===== src/rtl/thick_line_rasterizer_core_defines.svh =====
// Assertion macros for the thick line rasterizer core.
// Included by files that carry concurrent checks; no other dependencies.
`ifndef THICK_LINE_RASTERIZER_CORE_DEFINES_SVH
`define THICK_LINE_RASTERIZER_CORE_DEFINES_SVH
`ifndef SYNTHESIS
`define TLR_ASSERT_IMP(lbl, ck, rn, ante, cons) \
  lbl: assert property (@(posedge ck) disable iff (!rn) (ante) |-> (cons)) \
    else $error("tlr: same-cycle check failed");
`define TLR_ASSERT_NXT(lbl, ck, rn, ante, cons) \
  lbl: assert property (@(posedge ck) disable iff (!rn) (ante) |=> (cons)) \
    else $error("tlr: next-cycle check failed");
`else
`define TLR_ASSERT_IMP(lbl, ck, rn, ante, cons)
`define TLR_ASSERT_NXT(lbl, ck, rn, ante, cons)
`endif
`endif


===== src/rtl/tlr_pkg.sv =====
// Shared constants and types for the thick line rasterizer.
// No dependencies; used by the channel interfaces, the setup logic and the core.
`default_nettype none

package tlr_pkg;

  localparam int COORD_BITS_DEFAULT = 10;
  localparam int COLOR_BITS         = 4;

  // input operation codes
  localparam logic OP_LOAD = 1'b0;
  localparam logic OP_TICK = 1'b1;

  // index of the last of the three pixels in a column
  localparam logic [1:0] LAST_BEAT = 2'd2;

  typedef struct packed {
    logic axis_swapped;
    logic minor_down;
  } tlr_flags_t;

endpackage

`default_nettype wire


===== src/rtl/tlr_chan_if.sv =====
// Valid/ready channel interfaces for the rasterizer input and pixel output.
// Depends on tlr_pkg for default widths.
`default_nettype none

interface tlr_in_if #(
  parameter int COORD_BITS = tlr_pkg::COORD_BITS_DEFAULT
);
  import tlr_pkg::*;

  logic                  valid;
  logic                  ready;
  logic                  op;
  logic [COORD_BITS-1:0] x_start;
  logic [COORD_BITS-1:0] y_start;
  logic [COORD_BITS-1:0] x_end;
  logic [COORD_BITS-1:0] y_end;
  logic [COLOR_BITS-1:0] pen_color;

  modport source (output valid, op, x_start, y_start, x_end, y_end, pen_color,
                  input ready);
  modport sink   (input valid, op, x_start, y_start, x_end, y_end, pen_color,
                  output ready);
endinterface

interface tlr_out_if #(
  parameter int COORD_BITS = tlr_pkg::COORD_BITS_DEFAULT
);
  import tlr_pkg::*;

  logic                         valid;
  logic                         ready;
  logic signed [COORD_BITS+1:0] pixel_x;
  logic signed [COORD_BITS+1:0] pixel_y;
  logic [COLOR_BITS-1:0]        pixel_color;
  logic                         line_done;

  modport source (output valid, pixel_x, pixel_y, pixel_color, line_done,
                  input ready);
  modport sink   (input valid, pixel_x, pixel_y, pixel_color, line_done,
                  output ready);
endinterface

`default_nettype wire


===== src/rtl/tlr_setup.sv =====
// Line setup: picks the major axis, orders the endpoints and primes the
// error term and increments. Purely combinational; depends on tlr_pkg.
`default_nettype none

module tlr_setup #(
  parameter int COORD_BITS = tlr_pkg::COORD_BITS_DEFAULT
) (
  input  logic [COORD_BITS-1:0] x_start,
  input  logic [COORD_BITS-1:0] y_start,
  input  logic [COORD_BITS-1:0] x_end,
  input  logic [COORD_BITS-1:0] y_end,
  output logic [COORD_BITS-1:0] major_pos,
  output logic [COORD_BITS-1:0] major_end,
  output logic [COORD_BITS-1:0] minor_pos,
  output tlr_pkg::tlr_flags_t   flags,
  output logic [COORD_BITS+1:0] inc_straight,
  output logic [COORD_BITS+2:0] inc_diagonal,
  output logic [COORD_BITS+2:0] error_init
);
  import tlr_pkg::*;

  localparam int N = COORD_BITS;

  logic [N:0]   dx, dy, dx_neg, dy_neg;
  logic [N-1:0] adx, ady;
  logic         swapped, reorder, down;
  logic [N-1:0] ma, na, mb, nb;
  logic [N-1:0] ma_f, na_f, mb_f, nb_f;
  logic [N-1:0] dmaj, dmin;

  always_comb begin
    dx     = {1'b0, x_end} - {1'b0, x_start};
    dy     = {1'b0, y_end} - {1'b0, y_start};
    dx_neg = '0 - dx;
    dy_neg = '0 - dy;
    adx    = dx[N] ? dx_neg[N-1:0] : dx[N-1:0];
    ady    = dy[N] ? dy_neg[N-1:0] : dy[N-1:0];
    // ties stay on the x axis
    swapped = ady > adx;
    if (swapped) begin
      ma = y_start; na = x_start; mb = y_end; nb = x_end;
    end else begin
      ma = x_start; na = y_start; mb = x_end; nb = y_end;
    end
    // walk toward the larger major coordinate
    reorder = ma > mb;
    ma_f = reorder ? mb : ma;
    mb_f = reorder ? ma : mb;
    na_f = reorder ? nb : na;
    nb_f = reorder ? na : nb;
    down = na_f > nb_f;
    dmaj = mb_f - ma_f;
    dmin = down ? (na_f - nb_f) : (nb_f - na_f);

    major_pos          = ma_f;
    major_end          = mb_f;
    minor_pos          = na_f;
    flags.axis_swapped = swapped;
    flags.minor_down   = down;
    inc_straight       = {1'b0, dmin, 1'b0};
    inc_diagonal       = {2'b00, dmin, 1'b0} - {2'b00, dmaj, 1'b0};
    error_init         = {2'b00, dmin, 1'b0} - {3'b000, dmaj};
  end

endmodule

`default_nettype wire


===== src/rtl/thick_line_rasterizer_core.sv =====
// Thick line rasterizer core: a tick yields its three pixels starting the cycle
// after transfer, one per cycle while the output is ready; the next item
// transfers with the third pixel, paced by the single pixel output port.
// A load emits nothing, nor does a tick while no line is active.
// Reset (rst_n low, synchronous) clears the line state; no line is active.
`default_nettype none
`include "thick_line_rasterizer_core_defines.svh"

module thick_line_rasterizer_core #(
  parameter int COORD_BITS = tlr_pkg::COORD_BITS_DEFAULT
) (
  input  logic   clk,
  input  logic   rst_n,
  tlr_in_if.sink    in_chan,
  tlr_out_if.source out_chan
);
  import tlr_pkg::*;

  localparam int N     = COORD_BITS;
  localparam int ERR_W = COORD_BITS + 3;
  localparam int INC_W = COORD_BITS + 2;
  localparam int OUT_W = COORD_BITS + 2;

  // line state
  logic                  active_r;
  tlr_flags_t            flags_r;
  logic [N-1:0]          major_pos_r, major_end_r, minor_pos_r;
  logic [ERR_W-1:0]      error_r;
  logic [INC_W-1:0]      inc_straight_r;
  logic [ERR_W-1:0]      inc_diagonal_r;
  logic [COLOR_BITS-1:0] color_r;

  // column buffer feeding the pixel port
  logic                  col_valid_r;
  logic [1:0]            beat_r;
  logic                  col_swapped_r, col_last_r;
  logic [N-1:0]          col_major_r, col_minor_r;
  logic [COLOR_BITS-1:0] col_color_r;

  // setup results
  logic [N-1:0]          su_major_pos, su_major_end, su_minor_pos;
  tlr_flags_t            su_flags;
  logic [INC_W-1:0]      su_inc_straight;
  logic [ERR_W-1:0]      su_inc_diagonal, su_error_init;

  logic                  in_xfer, out_xfer, last_beat_xfer;
  logic                  load_go, tick_go, last_col;
  logic [ERR_W-1:0]      error_nxt;
  logic [N-1:0]          minor_nxt;
  logic [OUT_W-1:0]      minor_out, major_out;

  tlr_setup #(.COORD_BITS(COORD_BITS)) u_setup (
    .x_start      (in_chan.x_start),
    .y_start      (in_chan.y_start),
    .x_end        (in_chan.x_end),
    .y_end        (in_chan.y_end),
    .major_pos    (su_major_pos),
    .major_end    (su_major_end),
    .minor_pos    (su_minor_pos),
    .flags        (su_flags),
    .inc_straight (su_inc_straight),
    .inc_diagonal (su_inc_diagonal),
    .error_init   (su_error_init)
  );

  assign out_xfer       = out_chan.valid && out_chan.ready;
  assign last_beat_xfer = out_xfer && (beat_r == LAST_BEAT);
  assign in_chan.ready  = !col_valid_r || last_beat_xfer;
  assign in_xfer        = in_chan.valid && in_chan.ready;
  assign load_go        = in_xfer && (in_chan.op == OP_LOAD);
  assign tick_go        = in_xfer && (in_chan.op == OP_TICK) && active_r;
  assign last_col       = major_pos_r >= major_end_r;

  always_comb begin
    if (!error_r[ERR_W-1]) begin
      error_nxt = error_r + inc_diagonal_r;
      minor_nxt = flags_r.minor_down ? (minor_pos_r - 1'b1) : (minor_pos_r + 1'b1);
    end else begin
      error_nxt = error_r + {1'b0, inc_straight_r};
      minor_nxt = minor_pos_r;
    end
  end

  always_ff @(posedge clk) begin
    if (!rst_n) begin
      active_r       <= 1'b0;
      flags_r        <= '0;
      major_pos_r    <= '0;
      major_end_r    <= '0;
      minor_pos_r    <= '0;
      error_r        <= '0;
      inc_straight_r <= '0;
      inc_diagonal_r <= '0;
      color_r        <= '0;
      col_valid_r    <= 1'b0;
      beat_r         <= '0;
    end else begin
      // a new column replaces the one whose last pixel leaves this cycle
      if (tick_go) begin
        col_valid_r <= 1'b1;
        beat_r      <= '0;
      end else if (last_beat_xfer) begin
        col_valid_r <= 1'b0;
      end else if (out_xfer) begin
        beat_r <= beat_r + 2'd1;
      end
      if (load_go) begin
        active_r       <= 1'b1;
        flags_r        <= su_flags;
        major_pos_r    <= su_major_pos;
        major_end_r    <= su_major_end;
        minor_pos_r    <= su_minor_pos;
        error_r        <= su_error_init;
        inc_straight_r <= su_inc_straight;
        inc_diagonal_r <= su_inc_diagonal;
        color_r        <= in_chan.pen_color;
      end else if (tick_go) begin
        // snapshot the column, then advance the walk
        error_r     <= error_nxt;
        minor_pos_r <= minor_nxt;
        if (last_col) begin
          active_r <= 1'b0;
        end else begin
          major_pos_r <= major_pos_r + 1'b1;
        end
      end
    end
  end

  always_ff @(posedge clk) begin
    if (tick_go) begin
      col_swapped_r <= flags_r.axis_swapped;
      col_last_r    <= last_col;
      col_major_r   <= major_pos_r;
      col_minor_r   <= minor_pos_r;
      col_color_r   <= color_r;
    end
  end

  // minor-1, minor, minor+1 across the three beats; -1 wraps to all ones
  assign minor_out = {2'b00, col_minor_r} + {{N{1'b0}}, beat_r} - {{(N+1){1'b0}}, 1'b1};
  assign major_out = {2'b00, col_major_r};

  assign out_chan.valid       = col_valid_r;
  assign out_chan.pixel_x     = col_swapped_r ? minor_out : major_out;
  assign out_chan.pixel_y     = col_swapped_r ? major_out : minor_out;
  assign out_chan.pixel_color = col_color_r;
  assign out_chan.line_done   = col_last_r && (beat_r == LAST_BEAT);

  `TLR_ASSERT_IMP(a_done_on_last_beat, clk, rst_n,
                  out_chan.valid && out_chan.line_done, beat_r == LAST_BEAT)
  `TLR_ASSERT_NXT(a_tick_fills_column, clk, rst_n, tick_go, col_valid_r && beat_r == 2'd0)
  `TLR_ASSERT_NXT(a_beat_advances, clk, rst_n, out_xfer && beat_r != LAST_BEAT,
                  col_valid_r && beat_r == $past(beat_r) + 2'd1)
  `TLR_ASSERT_NXT(a_final_column_idles, clk, rst_n, tick_go && last_col, !active_r)

endmodule

`default_nettype wire

===== src/flat_wrapper.sv =====
// flat-port wrapper written by rule: the top's interface ports become plain ports
module thick_line_rasterizer_core_flat import tlr_pkg::*;
#(
  parameter int COORD_BITS = tlr_pkg::COORD_BITS_DEFAULT
)
  (clk, rst_n, in_chan_valid, in_chan_op, in_chan_x_start, in_chan_y_start, in_chan_x_end, in_chan_y_end, in_chan_pen_color, in_chan_ready, out_chan_valid, out_chan_pixel_x, out_chan_pixel_y, out_chan_pixel_color, out_chan_line_done, out_chan_ready);
  tlr_in_if #(.COORD_BITS(COORD_BITS)) in_chan_i ();
  tlr_out_if #(.COORD_BITS(COORD_BITS)) out_chan_i ();
  input  logic clk;
  input  logic rst_n;
  input wire logic [$bits(in_chan_i.valid)-1:0] in_chan_valid;
  input wire logic [$bits(in_chan_i.op)-1:0] in_chan_op;
  input wire logic [$bits(in_chan_i.x_start)-1:0] in_chan_x_start;
  input wire logic [$bits(in_chan_i.y_start)-1:0] in_chan_y_start;
  input wire logic [$bits(in_chan_i.x_end)-1:0] in_chan_x_end;
  input wire logic [$bits(in_chan_i.y_end)-1:0] in_chan_y_end;
  input wire logic [$bits(in_chan_i.pen_color)-1:0] in_chan_pen_color;
  output wire logic [$bits(in_chan_i.ready)-1:0] in_chan_ready;
  output wire logic [$bits(out_chan_i.valid)-1:0] out_chan_valid;
  output wire logic [$bits(out_chan_i.pixel_x)-1:0] out_chan_pixel_x;
  output wire logic [$bits(out_chan_i.pixel_y)-1:0] out_chan_pixel_y;
  output wire logic [$bits(out_chan_i.pixel_color)-1:0] out_chan_pixel_color;
  output wire logic [$bits(out_chan_i.line_done)-1:0] out_chan_line_done;
  input wire logic [$bits(out_chan_i.ready)-1:0] out_chan_ready;
  assign in_chan_i.valid = in_chan_valid;
  assign in_chan_i.op = in_chan_op;
  assign in_chan_i.x_start = in_chan_x_start;
  assign in_chan_i.y_start = in_chan_y_start;
  assign in_chan_i.x_end = in_chan_x_end;
  assign in_chan_i.y_end = in_chan_y_end;
  assign in_chan_i.pen_color = in_chan_pen_color;
  assign in_chan_ready = in_chan_i.ready;
  assign out_chan_valid = out_chan_i.valid;
  assign out_chan_pixel_x = out_chan_i.pixel_x;
  assign out_chan_pixel_y = out_chan_i.pixel_y;
  assign out_chan_pixel_color = out_chan_i.pixel_color;
  assign out_chan_line_done = out_chan_i.line_done;
  assign out_chan_i.ready = out_chan_ready;
  thick_line_rasterizer_core #(.COORD_BITS(COORD_BITS)) u_core (.clk(clk), .rst_n(rst_n), .in_chan(in_chan_i), .out_chan(out_chan_i));
endmodule

===== config.mk =====
export PLATFORM = sky130hd
export DESIGN_NAME = thick_line_rasterizer_core_flat
export DESIGN_NICKNAME = d
export VERILOG_FILES = /design/src/rtl/tlr_pkg.sv /design/src/rtl/tlr_chan_if.sv /design/src/rtl/tlr_setup.sv /design/src/rtl/thick_line_rasterizer_core.sv /design/src/flat_wrapper.sv
export VERILOG_INCLUDE_DIRS = /design/src /design/src/rtl
export SDC_FILE = /design/constraint.sdc
export NUM_CORES = 1
export LEC_CHECK = 0
export BUFFER_PORTS_ARGS = -buffer_cell sky130_fd_sc_hd__buf_2
export CAP_MARGIN = 15
export CORE_MARGIN = 3
export CORE_UTILIZATION = 40
export CTS_CLUSTER_SIZE = 24
export DETAILED_ROUTE_END_ITERATION = 10
export GPL_TIMING_DRIVEN = 0
export SETUP_SLACK_MARGIN = 0.02
export SLEW_MARGIN = 20
export SYNTH_ARGS = -nofsm -noshare
export SYNTH_HDL_FRONTEND = slang
export SYNTH_SLANG_ARGS = --single-unit

===== constraint.sdc =====
create_clock -name clk -period 15.25 [get_ports clk]
set_input_delay 0 -clock clk [delete_from_list [all_inputs] [get_ports clk]]
set_output_delay 0 -clock clk [all_outputs]
set_load 0.01 [all_outputs]

==> results.sh <==
export IMPL_area_delta_synth_final_pct=11.8
export IMPL_busiest_layer="met2"
export IMPL_htree_num_levels=3
export IMPL_holdWs_ps=39.0
export IMPL_grt_remaining_overflow=0
export IMPL_slowest_stage="a21oi_1"
export IMPL_yosysWarnings=0
export IMPL_post_drt_wl_per_cell_um=17.8
export IMPL_fp_dieW_um=166
export IMPL_ys_types=69
export IMPL_postSynthAreaPerCell_sq_um=7.66
export IMPL_ctsResizeCount=0
export IMPL_async_reset_ff_share_pct=0
export IMPL_critical_path_required_ps=15510
export IMPL_start_util_pct=41.3
export IMPL_cts_buffer_depth=2
export IMPL_clk_latency_ps=350
export IMPL_std_cell_rows=57
export IMPL_grt_total_usage_pct=21.9
export IMPL_setup_tns_ps=0
export IMPL_fmax_ghz=0.0734
export IMPL_finalHoldViolations=0
export IMPL_finClkSkew_ps=9.82
export IMPL_worst_slew_pin_slew_ps=1100
export IMPL_final_cell_mix="nand2_1, a21oi_1, ha_1"
export IMPL_crit_family="compound AO/OA/AOI/OAI gates"
export IMPL_maxCapViolations=0
export IMPL_slowest_delay_ps=610
export IMPL_io_pins=80
export IMPL_critical_path_class="in -> reg"
export IMPL_insertedDiodeCount=0
export IMPL_final_util_pct=46.2
export IMPL_timing_final_crit_period_ps=13620
export IMPL_min_path_type="in -> reg"
export IMPL_drt_pre_antenna_iters=5
export IMPL_critPathBufInv=11
export IMPL_slew_headroom_pct=26.0
export IMPL_syn_cell_area_sq_um=10200
export IMPL_yosys_area_top_type="dfxtp_1"
export IMPL_vias=9773
export IMPL_synth_flop_cell="dfxtp_1"
export IMPL_cts_clk_slew_worst_paths_ps=70
export IMPL_seq_area_frac_synth_pct=22.0
export IMPL_setup_viol=0
export IMPL_synth_nets=1502
export IMPL_grtUsageMet1_pct=31.3
export IMPL_numCtsBuffers=9
export IMPL_fill_cells=2520
export IMPL_die_h_um=166
export IMPL_grt_use_met2_pct=35.2
export IMPL_critPathMaxFanout=10
export IMPL_grt_max_degree=31
export IMPL_drive_gt1_share_pct=9.22
export IMPL_ys_ff_latch=99
export IMPL_wl_um=31300
export IMPL_clock_sinks=99
export IMPL_nets=1598
export IMPL_postRouteAntennaNets=0
export IMPL_grt_pass1_wl_um=49400
export IMPL_grt_pass1_vias=9023
export IMPL_antenna_found_initial=0
export IMPL_viasPerCell=5.57
export IMPL_ctsRootBufferMaster="clkbuf_16"
export IMPL_gp_congestion=0.959
export IMPL_cts_tree="built"
export IMPL_drc_errors=0
export IMPL_place_hpwl_um=25400
export IMPL_outcome="completed"
export IMPL_slew_viol_final=0
export IMPL_cp_end_kind="flop"
export IMPL_drtIter0Drc=694
export IMPL_critPathMostFrequentCell="a21oi_1"
export IMPL_yosys_top_cells_area="dfxtp_1, ha_1, edfxtp_1, nand2_1, a21oi_1"
export IMPL_arrival_ps=13890
export IMPL_startpoint_type="input port"
export IMPL_period_share_pct=89.3
export IMPL_core_area_sq_um=24700
export IMPL_synth_top_area_share_pct=14.3
export IMPL_syn_inst=1331
export IMPL_portBuffers=79
export IMPL_synth_edf_count=26
export IMPL_dieArea_sq_um=27500
export IMPL_met3_usage_pct=2.60
export IMPL_rsz0062_at_grt="false"
export IMPL_final_common_cell="nand2_1"
per-layer routing:
layer,routed length [um],vias up
met2,13900,323
li1,-,4914
met4,882,0
met5,0,-
met1,14800,4485
met3,1790,51
metrics by stage:
step           cells  instance area (sq um)  worst slack (ps)
5_1_grt         1756                  11400               430
4_1_cts         1756                  11400              1770
2_1_floorplan   1331                  10200              4530
3_5_place_dp    1735                  11000              1430
3_3_place_gp    1734                  11000              1480
6_report        1756                  11400              1630
timing repair:
action	4_1_cts	5_1_grt
buffers inserted	0	0
hold endpoints to repair	5	0
hold buffers	5	0
synthesized netlist by cell type (all sizes together) (5+ instances only):
cell type / number
xnor2: 50
nand3: 29
and2: 11
o211ai: 25
nor2: 94
o31ai: 7
a21boi: 14
a222oi: 7
inv: 113
o21ai: 95
nand2: 164
edfxtp: 26
a21oi: 119
a211oi: 23
o21bai: 12
buf: 13
and3: 20
or4: 5
a311oi: 5
nand4: 13
ha: 113
xor2: 38
clkbuf: 43
fa: 9
or3: 13
a21o: 21
mux2i: 34
a31oi: 8
nand2b: 8
mux2: 24
dfxtp: 73
o21a: 7
nor3: 22
nor2b: 22
state kept, by name, indices dropped and copies added (netlist names), 2 cells and up:
name and flops:
u_core.out_chan.pixel_color 4, u_core.color_r 4, u_core.major_end_r 10, u_core.beat_r 2
u_core.inc_diagonal_r 11, u_core.col_minor_r 10, u_core.col_major_r 10, u_core.inc_straight_r 10
u_core.flags_r 2, u_core.error_r 12, u_core.major_pos_r 10, u_core.minor_pos_r 10
layout make-up:
class | count | area (sq um) | area share (%)
multi-input cells | 1063 | 7320 | 64.2
clock inverters | 3 | 68.8 | 0.604
inverters | 113 | 424 | 3.72
plain buffers | 56 | 219 | 1.92
well taps | 324 | 405 | 3.56
flip-flops and latches | 99 | 2240 | 19.7
clock buffers | 13 | 260 | 2.28
repair buffers | 85 | 465 | 4.08
worst paths after layout:
kind	startpoint	to	slack, ps	depth (start not counted)
worst min register to register	u_core.color_r[0]$_SDFFE_PN0P_	u_core.out_chan.pixel_color[0]$_DFFE_PP_	430	0
worst max-delay path	in_chan_x_end[0]	u_core.error_r[11]$_SDFFE_PN0P_	1630	58
worst min-delay path	in_chan_op	u_core.major_pos_r[1]$_SDFFE_PN0P_	40	3
worst max register to register	u_core.error_r[12]$_SDFFE_PN0P_	u_core.error_r[12]$_SDFFE_PN0P_	11240	16
worst min-delay path, delay by kind of cell:
family          cells  cell delay (ps)
compound gates      2              210
buf+inv             1              130
cell families (layout without fill, tap and decap cells):
group / count (synthesis) / count (layout) / synth area share [%]
adders and majority gates: 122 / 122 / 15.6
and+or+nand+nor: 418 / 418 / 19.2
buffers and inverters: 169 / 270 / 6.29
DFF: 99 / 99 / 22.0
muxes: 58 / 58 / 5.99
xor gates and xnor gates: 88 / 88 / 7.56
AOI/OAI and AO/OA: 377 / 377 / 23.4
Power is not shown: default switching activity piles up to over one toggle a cycle in this logic, so the estimate is an artifact.
